**src/rtl/core/tac_pkg.sv**
```systemverilog
`default_nettype none

package tac_pkg;

   localparam int ROM_SIZE          = 20;
   localparam int IDX_W             = 5;
   localparam int ADC_W             = 10;
   localparam int TEMP_W            = 8;
   localparam int CEL_W             = 10;
   localparam int ROM_ADC_BASE      = 1;
   localparam int ROM_STEP          = 53;
   localparam int RESET_TEMPERATURE = 21;
   localparam int TEMP_MAX          = 255;

   // offset of the average from the lower segment entry: -1..52
   localparam int OFFSET_W          = 7;
   localparam int MAG_W             = 6;

   // |offset * slope| stays below 2^15 for this table
   localparam int SEG_PROD_W        = 15;
   localparam int STEP_DIV_SHIFT    = SEG_PROD_W + $clog2(ROM_STEP);
   localparam int STEP_RECIP        = ((1 << STEP_DIV_SHIFT) + ROM_STEP - 1) / ROM_STEP;
   localparam int COEF_W            = 25;
   localparam int INTERP_W          = 12;

   typedef struct packed {
      logic                       hit;
      logic [IDX_W-1:0]           idx;
      logic signed [OFFSET_W-1:0] offset;
   } seg_type;

   function automatic logic [ADC_W-1:0] rom_adc(input logic [IDX_W-1:0] idx);
      return ADC_W'(ROM_ADC_BASE + ROM_STEP * int'(idx));
   endfunction

   function automatic logic [CEL_W-1:0] rom_celsius(input logic [IDX_W-1:0] idx);
      logic [CEL_W-1:0] c;
      case (idx)
         5'd0: begin
            c = 10'd841;
         end
         5'd1: begin
            c = 10'd255;
         end
         5'd2: begin
            c = 10'd209;
         end
         5'd3: begin
            c = 10'd184;
         end
         5'd4: begin
            c = 10'd166;
         end
         5'd5: begin
            c = 10'd153;
         end
         5'd6: begin
            c = 10'd142;
         end
         5'd7: begin
            c = 10'd132;
         end
         5'd8: begin
            c = 10'd124;
         end
         5'd9: begin
            c = 10'd116;
         end
         5'd10: begin
            c = 10'd108;
         end
         5'd11: begin
            c = 10'd101;
         end
         5'd12: begin
            c = 10'd93;
         end
         5'd13: begin
            c = 10'd86;
         end
         5'd14: begin
            c = 10'd78;
         end
         5'd15: begin
            c = 10'd70;
         end
         5'd16: begin
            c = 10'd61;
         end
         5'd17: begin
            c = 10'd50;
         end
         5'd18: begin
            c = 10'd34;
         end
         5'd19: begin
            c = 10'd3;
         end
         default: begin
            c = '0;
         end
      endcase
      return c;
   endfunction

   function automatic logic seg_falling(input logic [IDX_W-1:0] idx);
      return rom_celsius(idx) < rom_celsius(idx - IDX_W'(1));
   endfunction

   // |slope| premultiplied by the reciprocal of the step
   function automatic logic [COEF_W-1:0] seg_coef(input logic [IDX_W-1:0] idx);
      int dy;
      dy = int'(rom_celsius(idx)) - int'(rom_celsius(idx - IDX_W'(1)));
      if (dy < 0) begin
         dy = -dy;
      end
      return COEF_W'(dy * STEP_RECIP);
   endfunction

endpackage

`default_nettype wire

```
**src/rtl/core/tac_segment.sv**
```systemverilog
`default_nettype none

module tac_segment #(
   parameter int TABLE_USED = 20
) (
   input  wire logic [tac_pkg::ADC_W-1:0] avg,
   output tac_pkg::seg_type               seg
);

   localparam int IDX_W    = tac_pkg::IDX_W;
   localparam int OFFSET_W = tac_pkg::OFFSET_W;

   always_comb begin
      seg.hit    = 1'b0;
      seg.idx    = IDX_W'(TABLE_USED - 1);
      seg.offset = '0;
      for (int i = TABLE_USED - 1; i >= 1; i--) begin
         if (tac_pkg::rom_adc(IDX_W'(i)) > avg) begin
            seg.hit = 1'b1;
            seg.idx = IDX_W'(i);
         end
      end
      if (seg.hit) begin
         seg.offset = OFFSET_W'($signed({1'b0, avg})
                    - $signed({1'b0, tac_pkg::rom_adc(seg.idx - IDX_W'(1))}));
      end
   end

endmodule

`default_nettype wire

```
**src/rtl/core/tac_interp.sv**
```systemverilog
`default_nettype none

module tac_interp #(
   parameter int TABLE_USED = 20
) (
   input  wire tac_pkg::seg_type           seg,
   output logic [tac_pkg::TEMP_W-1:0]      temp
);

   localparam int IDX_W    = tac_pkg::IDX_W;
   localparam int OFFSET_W = tac_pkg::OFFSET_W;
   localparam int MAG_W    = tac_pkg::MAG_W;
   localparam int COEF_W   = tac_pkg::COEF_W;
   localparam int CEL_W    = tac_pkg::CEL_W;
   localparam int INTERP_W = tac_pkg::INTERP_W;
   localparam int TEMP_W   = tac_pkg::TEMP_W;
   localparam int MUL_W    = COEF_W + MAG_W;

   logic [MAG_W-1:0]           mag;
   logic [MUL_W-1:0]           prod;
   logic [CEL_W-1:0]           quot;
   logic                       neg;
   logic signed [INTERP_W-1:0] base;
   logic signed [INTERP_W-1:0] delta;
   logic signed [INTERP_W-1:0] tail;
   logic signed [INTERP_W-1:0] val;

   assign mag   = seg.offset[OFFSET_W-1] ? MAG_W'(-seg.offset) : MAG_W'(seg.offset);
   assign prod  = MUL_W'(mag) * MUL_W'(tac_pkg::seg_coef(seg.idx));
   assign quot  = prod[tac_pkg::STEP_DIV_SHIFT +: CEL_W];
   assign neg   = seg.offset[OFFSET_W-1] ^ tac_pkg::seg_falling(seg.idx);
   assign base  = $signed({{(INTERP_W-CEL_W){1'b0}},
                           tac_pkg::rom_celsius(seg.idx - IDX_W'(1))});
   assign delta = $signed({{(INTERP_W-CEL_W){1'b0}}, quot});
   assign tail  = $signed({{(INTERP_W-CEL_W){1'b0}},
                           tac_pkg::rom_celsius(IDX_W'(TABLE_USED - 1))});

   always_comb begin
      if (!seg.hit) begin
         val = tail;
      end else if (neg) begin
         val = base - delta;
      end else begin
         val = base + delta;
      end
      if (val < 0) begin
         temp = '0;
      end else if (val > INTERP_W'(tac_pkg::TEMP_MAX)) begin
         temp = TEMP_W'(tac_pkg::TEMP_MAX);
      end else begin
         temp = val[TEMP_W-1:0];
      end
   end

endmodule

`default_nettype wire

```
**src/rtl/core/thermistor_adc_to_celsius.sv**
```systemverilog
`default_nettype none

// Thermistor converter to degrees Celsius. Takes one 10-bit sample per cycle
// on req_ and averages each group of SAMPLES_PER_READING samples, then looks
// the average up in a table of up to 20 entries (TABLE_ENTRIES) with linear interpolation and
// clamps to 0..255. A temperature transaction is issued on rsp_ only when the
// value differs from the last one reported (21 after reset). The accumulator
// is a single adder, so samples are taken every cycle; req_ready drops only
// while a finished group cannot advance because rsp_ is stalled and the four
// stage registers (group sum, average, table segment, result) are full. After
// the last sample of a group is taken, its result passes through them in turn.
module thermistor_adc_to_celsius #(
   parameter int SAMPLES_PER_READING = 5,
   parameter int TABLE_ENTRIES       = 20
) (
   input  wire logic       clock,
   input  wire logic       reset,
   input  wire logic       req_valid,
   output logic            req_ready,
   input  wire logic [9:0] req_adc_sample,
   output logic            rsp_valid,
   input  wire logic       rsp_ready,
   output logic [7:0]      rsp_temperature_c
);

   localparam int ADC_W      = tac_pkg::ADC_W;
   localparam int TEMP_W     = tac_pkg::TEMP_W;
   localparam int TABLE_USED = (TABLE_ENTRIES < 2) ? 2 :
                               (TABLE_ENTRIES > tac_pkg::ROM_SIZE) ? tac_pkg::ROM_SIZE :
                               TABLE_ENTRIES;
   localparam int SUM_W      = $clog2(SAMPLES_PER_READING * ((1 << ADC_W) - 1) + 1);
   localparam int CNT_W      = (SAMPLES_PER_READING > 1) ? $clog2(SAMPLES_PER_READING) : 1;
   localparam int DIV_SHIFT  = SUM_W + $clog2(SAMPLES_PER_READING);
   localparam int DIV_MULT   = ((1 << DIV_SHIFT) + SAMPLES_PER_READING - 1)
                               / SAMPLES_PER_READING;
   localparam int PROD_W     = SUM_W + DIV_SHIFT + 1;

   logic [SUM_W-1:0]  sum_ff, sum_in, sum_next;
   logic [CNT_W-1:0]  count_ff, count_in;
   logic              grp_valid_ff, grp_valid_in;
   logic [SUM_W-1:0]  grp_sum_ff, grp_sum_in;
   logic              avg_valid_ff, avg_valid_in;
   logic [ADC_W-1:0]  avg_ff, avg_in;
   logic              seg_valid_ff, seg_valid_in;
   tac_pkg::seg_type  seg_ff, seg_in;
   logic              rsp_valid_ff, rsp_valid_in;
   logic [TEMP_W-1:0] rsp_temp_ff, rsp_temp_in;
   logic [TEMP_W-1:0] last_ff, last_in;

   logic              group_end;
   logic              accept;
   logic              out_free;
   logic              seg_drop, seg_go, seg_emit;
   logic              avg_go, grp_go, grp_free;
   logic [PROD_W-1:0] avg_prod;
   logic [ADC_W-1:0]  avg_calc;
   tac_pkg::seg_type  seg_calc;
   logic [TEMP_W-1:0] temp_calc;

   tac_segment #(
      .TABLE_USED(TABLE_USED)
   ) u_segment (
      .avg(avg_ff),
      .seg(seg_calc)
   );

   tac_interp #(
      .TABLE_USED(TABLE_USED)
   ) u_interp (
      .seg (seg_ff),
      .temp(temp_calc)
   );

   assign out_free  = !rsp_valid_ff || rsp_ready;
   assign seg_drop  = temp_calc == last_ff;
   assign seg_go    = seg_valid_ff && (seg_drop || out_free);
   assign seg_emit  = seg_valid_ff && !seg_drop && out_free;
   assign avg_go    = avg_valid_ff && (!seg_valid_ff || seg_go);
   assign grp_go    = grp_valid_ff && (!avg_valid_ff || avg_go);
   assign grp_free  = !grp_valid_ff || grp_go;

   assign group_end = count_ff == CNT_W'(SAMPLES_PER_READING - 1);
   assign req_ready = !group_end || grp_free;
   assign accept    = req_valid && req_ready;
   assign sum_next  = sum_ff + SUM_W'(req_adc_sample);

   // exact truncating divide by the group size through a rounded-up reciprocal
   assign avg_prod  = PROD_W'(grp_sum_ff) * PROD_W'(DIV_MULT);
   assign avg_calc  = avg_prod[DIV_SHIFT +: ADC_W];

   always_comb begin
      sum_in       = sum_ff;
      count_in     = count_ff;
      grp_valid_in = grp_valid_ff && !grp_go;
      grp_sum_in   = grp_sum_ff;
      if (accept) begin
         if (group_end) begin
            sum_in       = '0;
            count_in     = '0;
            grp_valid_in = 1'b1;
            grp_sum_in   = sum_next;
         end else begin
            sum_in   = sum_next;
            count_in = count_ff + CNT_W'(1);
         end
      end
      avg_valid_in = grp_go || (avg_valid_ff && !avg_go);
      avg_in       = grp_go ? avg_calc : avg_ff;
      seg_valid_in = avg_go || (seg_valid_ff && !seg_go);
      seg_in       = avg_go ? seg_calc : seg_ff;
      rsp_valid_in = seg_emit || (rsp_valid_ff && !rsp_ready);
      rsp_temp_in  = seg_emit ? temp_calc : rsp_temp_ff;
      last_in      = seg_emit ? temp_calc : last_ff;
   end

   always_ff @(posedge clock) begin
      if (reset) begin
         sum_ff       <= '0;
         count_ff     <= '0;
         grp_valid_ff <= 1'b0;
         avg_valid_ff <= 1'b0;
         seg_valid_ff <= 1'b0;
         rsp_valid_ff <= 1'b0;
         last_ff      <= TEMP_W'(tac_pkg::RESET_TEMPERATURE);
      end else begin
         sum_ff       <= sum_in;
         count_ff     <= count_in;
         grp_valid_ff <= grp_valid_in;
         avg_valid_ff <= avg_valid_in;
         seg_valid_ff <= seg_valid_in;
         rsp_valid_ff <= rsp_valid_in;
         last_ff      <= last_in;
      end
   end

   always_ff @(posedge clock) begin
      grp_sum_ff  <= grp_sum_in;
      avg_ff      <= avg_in;
      seg_ff      <= seg_in;
      rsp_temp_ff <= rsp_temp_in;
   end

   assign rsp_valid         = rsp_valid_ff;
   assign rsp_temperature_c = rsp_temp_ff;

`ifndef NO_ASSERTIONS
   a_count_range: assert property (@(posedge clock) disable iff (reset)
      count_ff <= CNT_W'(SAMPLES_PER_READING - 1))
      else $error("sample count past group size");

   a_sum_clear: assert property (@(posedge clock) disable iff (reset)
      (count_ff == '0) |-> (sum_ff == '0))
      else $error("sum not cleared at group start");

   a_ready_cause: assert property (@(posedge clock) disable iff (reset)
      !req_ready |-> (grp_valid_ff && group_end && !grp_go))
      else $error("req_ready low without a blocked group");

   a_stall_chain: assert property (@(posedge clock) disable iff (reset)
      (avg_valid_ff && !avg_go) |-> (seg_valid_ff && !seg_go))
      else $error("average stage stalled behind a free stage");

   a_emit_tracks: assert property (@(posedge clock) disable iff (reset)
      seg_emit |=> (rsp_valid_ff && (last_ff == rsp_temp_ff)))
      else $error("issued temperature not recorded");
`endif

endmodule

`default_nettype wire

```
**config.mk**
```make
export PLATFORM = sky130hd
export DESIGN_NAME = thermistor_adc_to_celsius
export DESIGN_NICKNAME = d
export VERILOG_FILES = /design/src/rtl/core/tac_pkg.sv /design/src/rtl/core/tac_segment.sv /design/src/rtl/core/tac_interp.sv /design/src/rtl/core/thermistor_adc_to_celsius.sv
export SDC_FILE = /design/constraint.sdc
export NUM_CORES = 1
export LEC_CHECK = 0
export ABC_AREA = 1
export BUFFER_PORTS_ARGS = -buffer_cell sky130_fd_sc_hd__buf_2
export CAP_MARGIN = 40
export CORE_MARGIN = 1.5
export CORE_UTILIZATION = 66
export CTS_BUF_LIST = sky130_fd_sc_hd__clkbuf_16
export DETAILED_ROUTE_END_ITERATION = 10
export GPL_ROUTABILITY_DRIVEN = 1
export PLACE_DENSITY = 0.83
export SYNTH_ARGS = -nofsm -noshare
export SYNTH_HDL_FRONTEND = slang
export SYNTH_HIERARCHICAL = 1
export SYNTH_SLANG_ARGS = --single-unit
```
**constraint.sdc**
```tcl
create_clock -name clock -period 26.7 [get_ports clock]
set_input_delay 6.675 -clock clock [delete_from_list [all_inputs] [get_ports clock]]
set_output_delay 6.675 -clock clock [all_outputs]
set_load 0.1 [all_outputs]
```
==> impl_metrics.toml <==
[global_route]
grt_max_degree = 20
grt_remaining_overflow = 0
grt_pass1_vias = 15800
grt_usage = 0.3153
antenna_found_initial = 0
grt_pass1_wl_um = 73050

[setup_path]
path_class = "reg -> out"
startpoint = "seg_ff[7]$_DFFE_PP_"
crit_required_ns = 20.02
critPathArrivalTime_ns = 15.90
cpMostUsedCell = "inv_1"
cp_slowest_cell = "xnor2_1"
r2r_start = "seg_ff[7]$_DFFE_PP_"
endpoint_kind = "output port"
critPathMaxStageDelay_ns = 0.62
worstPathMaxFanout = 10
worstSetupStartpointType = "flop"

[finish]
final_common_cell = "inv_1"
layout-drive-gt1-share = 0.06953
antennaDiodeCount = 0
synthToLayoutAreaGrowth_pct = 4.886
final_nets = 2898
fillers = 2194
final_util = 0.7026
final_cell_mix = "493 x inv_1, 427 x nand2_1, 285 x ha_1"

[cts]
cts_root_buffer = "clkbuf_16"
postCtsHoldBufs = 0
cts_tree = "yes"
clock_path_buffers = 2
cts_resized = 0
cts.sinks = 72
cts_setup_buffers = 0
clk-insertion-delay-late_ns = 0.35
h-tree-depth = 3
cts_buffers = 9
clkTransAtPathRegs_ns = 0.07

[hold_path]
hp-class = "reg -> reg"
holdCritStartpoint = "sum_ff[9]$_SDFFE_PP0P_"

[routing]
drt_pass1_iterations = 6
vias_per_cell = 5.561
wl_um = 42620
final_antenna_net_count = 0
dr.first_iter.drc_count = 945
vias = 15250
drc = 0
wl_per_cell_um = 15.54

[floorplan]
die-area_um2 = 28200
io_pins = 24
die_h_um = 167.9
core-area_um2 = 26800
rows = 60
start_util = 0.6698
chipWidth_um = 167.9

[placement]
gp_congestion = 1.004
dp_hpwl_um = 36550
pre_cts_slack_ns = 4.585
place.port_buffers = 23

[sta]
tns_ns = 0
fin_ws_ns = 4.129
fin_skew_ns = 0.01235
rsz0062_at_grt = "false"
fmax_mhz = 44.31
max_slew_margin = 0.4392
drv_slew = 0
fin_crit_ns = 22.57
finalSetupViolCount = 0
hold_violations = 0
finalCritPeriodShare = 0.8453
hold_slack_ns = 0.4720
worstMarginPinSlew_ns = 0.8384

[yosys]
ys_warn_count = 6
synthCells = 2354
ys_types = 64
synth_top_family_by_area = "adder cells"
synth_xor_area_frac = 0.04656
ys_dominant_reg_cell = "edfxtp_1"
synth_compound_area_frac = 0.1014
synth_area_um2 = 17950
syn_area_per_cell_um2 = 7.626
synth_edf_count = 44
yosysSeqAreaShare = 0.1048
synth-async-reset-ratio = 0
ys_ff_latch = 72
yosys.area_share.simple = 0.2065
muxShareOfSynthArea = 0
synth_adder_area_share = 0.4239

[run]
drv_cap = 0

[run_status]
run_status = "complete, no violations"
-- metrics by stage --
| step | cell area [um^2] | std cells |
|---|---|---|
| 3_3_place_gp | 18510 | 2725 |
| 6_report | 18830 | 2743 |
| 2_1_floorplan | 18070 | 2386 |
| 5_1_grt | 18830 | 2743 |
| 4_1_cts | 18820 | 2742 |
| 3_5_place_dp | 18520 | 2726 |
-- flip-flops by register name, summed over array words and instances, names as in the netlist --
register	cells
last_ff	8
sum_ff	13
grp_valid_ff	1
rsp_temperature_c	8
seg_valid_ff	1
avg_valid_ff	1
grp_sum_ff	13
avg_ff	10
rsp_valid	1
count_ff	3
seg_ff	13
-- synthesized netlist by cell type (2+ instances only) --
| library cell | instances | area (um^2) |
|---|---|---|
| a211oi_1 | 5 | 37.54 |
| a21boi_0 | 2 | 15.01 |
| a21o_1 | 13 | 97.59 |
| a21oi_1 | 129 | 645.6 |
| a21oi_2 | 12 | 105.1 |
| a31oi_1 | 17 | 106.4 |
| and2_1 | 4 | 25.02 |
| buf_2 | 6 | 30.03 |
| clkbuf_1 | 21 | 78.83 |
| conb_1 | 2 | 7.510 |
| dfxtp_1 | 28 | 560.5 |
| edfxtp_1 | 44 | 1321 |
| fa_1 | 202 | 4044 |
| ha_1 | 285 | 3566 |
| inv_1 | 493 | 1851 |
| inv_2 | 19 | 71.32 |
| nand2_1 | 427 | 1603 |
| nand2_2 | 32 | 200.2 |
| nand2_4 | 6 | 67.56 |
| nand3_1 | 68 | 340.3 |
| nand3_2 | 11 | 110.1 |
| nand3_4 | 2 | 35.03 |
| nand3b_1 | 2 | 15.01 |
| nand4_1 | 17 | 106.4 |
| nor2_1 | 223 | 837.1 |
| nor2_2 | 10 | 62.56 |
| nor2_4 | 2 | 22.52 |
| nor3_1 | 22 | 110.1 |
| nor4_1 | 11 | 68.82 |
| o211ai_1 | 12 | 90.09 |
| o21a_1 | 3 | 22.52 |
| o21ai_0 | 68 | 340.3 |
| o21ai_1 | 7 | 35.03 |
| o21ai_2 | 6 | 52.55 |
| o21bai_1 | 7 | 52.55 |
| o221ai_1 | 2 | 17.52 |
| o22ai_1 | 2 | 12.51 |
| o31ai_1 | 13 | 97.59 |
| o41ai_1 | 2 | 17.52 |
| or2_1 | 2 | 12.51 |
| or2_2 | 7 | 43.79 |
| xnor2_1 | 31 | 271.5 |
| xor2_1 | 52 | 455.4 |
| xor2_2 | 5 | 81.33 |
-- critical path, delay by kind of cell (launching register included) --
family / cells / cell delay (ns)
AOI/OAI and AO/OA: 10 / 2.48
xor gates and xnor gates: 4 / 1.63
DFF: 1 / 0.53
buffers and inverters: 11 / 1.41
and+or+nand+nor: 24 / 2.84
adders and majority gates: 15 / 6.61
-- final timing paths --
kind                        endpoint  cells past startpoint  slack (ns)
min reg2reg   sum_ff[9]$_SDFFE_PP0P_                      2        0.47
max                        req_ready                     64        4.13
min           sum_ff[9]$_SDFFE_PP0P_                      2        0.47
max reg2reg  last_ff[2]$_SDFFE_PP1P_                     68       10.53
-- layer usage --
| layer | up-vias | share of wire | wire length [um] | track usage |
|---|---|---|---|---|
| li1 | 7458 | - | - | - |
| met1 | 7238 | 0.42 | 17860 | 0.3838 |
| met2 | 457 | 0.50 | 21170 | 0.5710 |
| met3 | 101 | 0.045 | 1922 | 0.03150 |
| met4 | 0 | 0.039 | 1673 | 0.1308 |
| met5 | - | 0 | 0 | 0 |
-- final cells by class --
class,count,area [um^2],area share
Sequential cell,72,1882,0.09994
Multi-Input combinational cell,1768,14100,0.7489
Inverter,515,1941,0.1031
Timing Repair Buffer,31,178.9,0.009502
Clock inverter,6,50.05,0.002658
Clock buffer,10,250.2,0.01329
Tap cell,341,426.7,0.02266
-- cell families (layout without fill, tap and decap cells) --
group                      after synthesis  in the layout
DFF                                     72             72
xor gates and xnor gates                89             89
AOI/OAI and AO/OA                      307            307
other                                    2             34
and+or+nand+nor                        851            851
buffers and inverters                  546            562
adders and majority gates              487            487
Power is not shown: default switching activity piles up to over one toggle a cycle in this logic, so the estimate is an artifact.
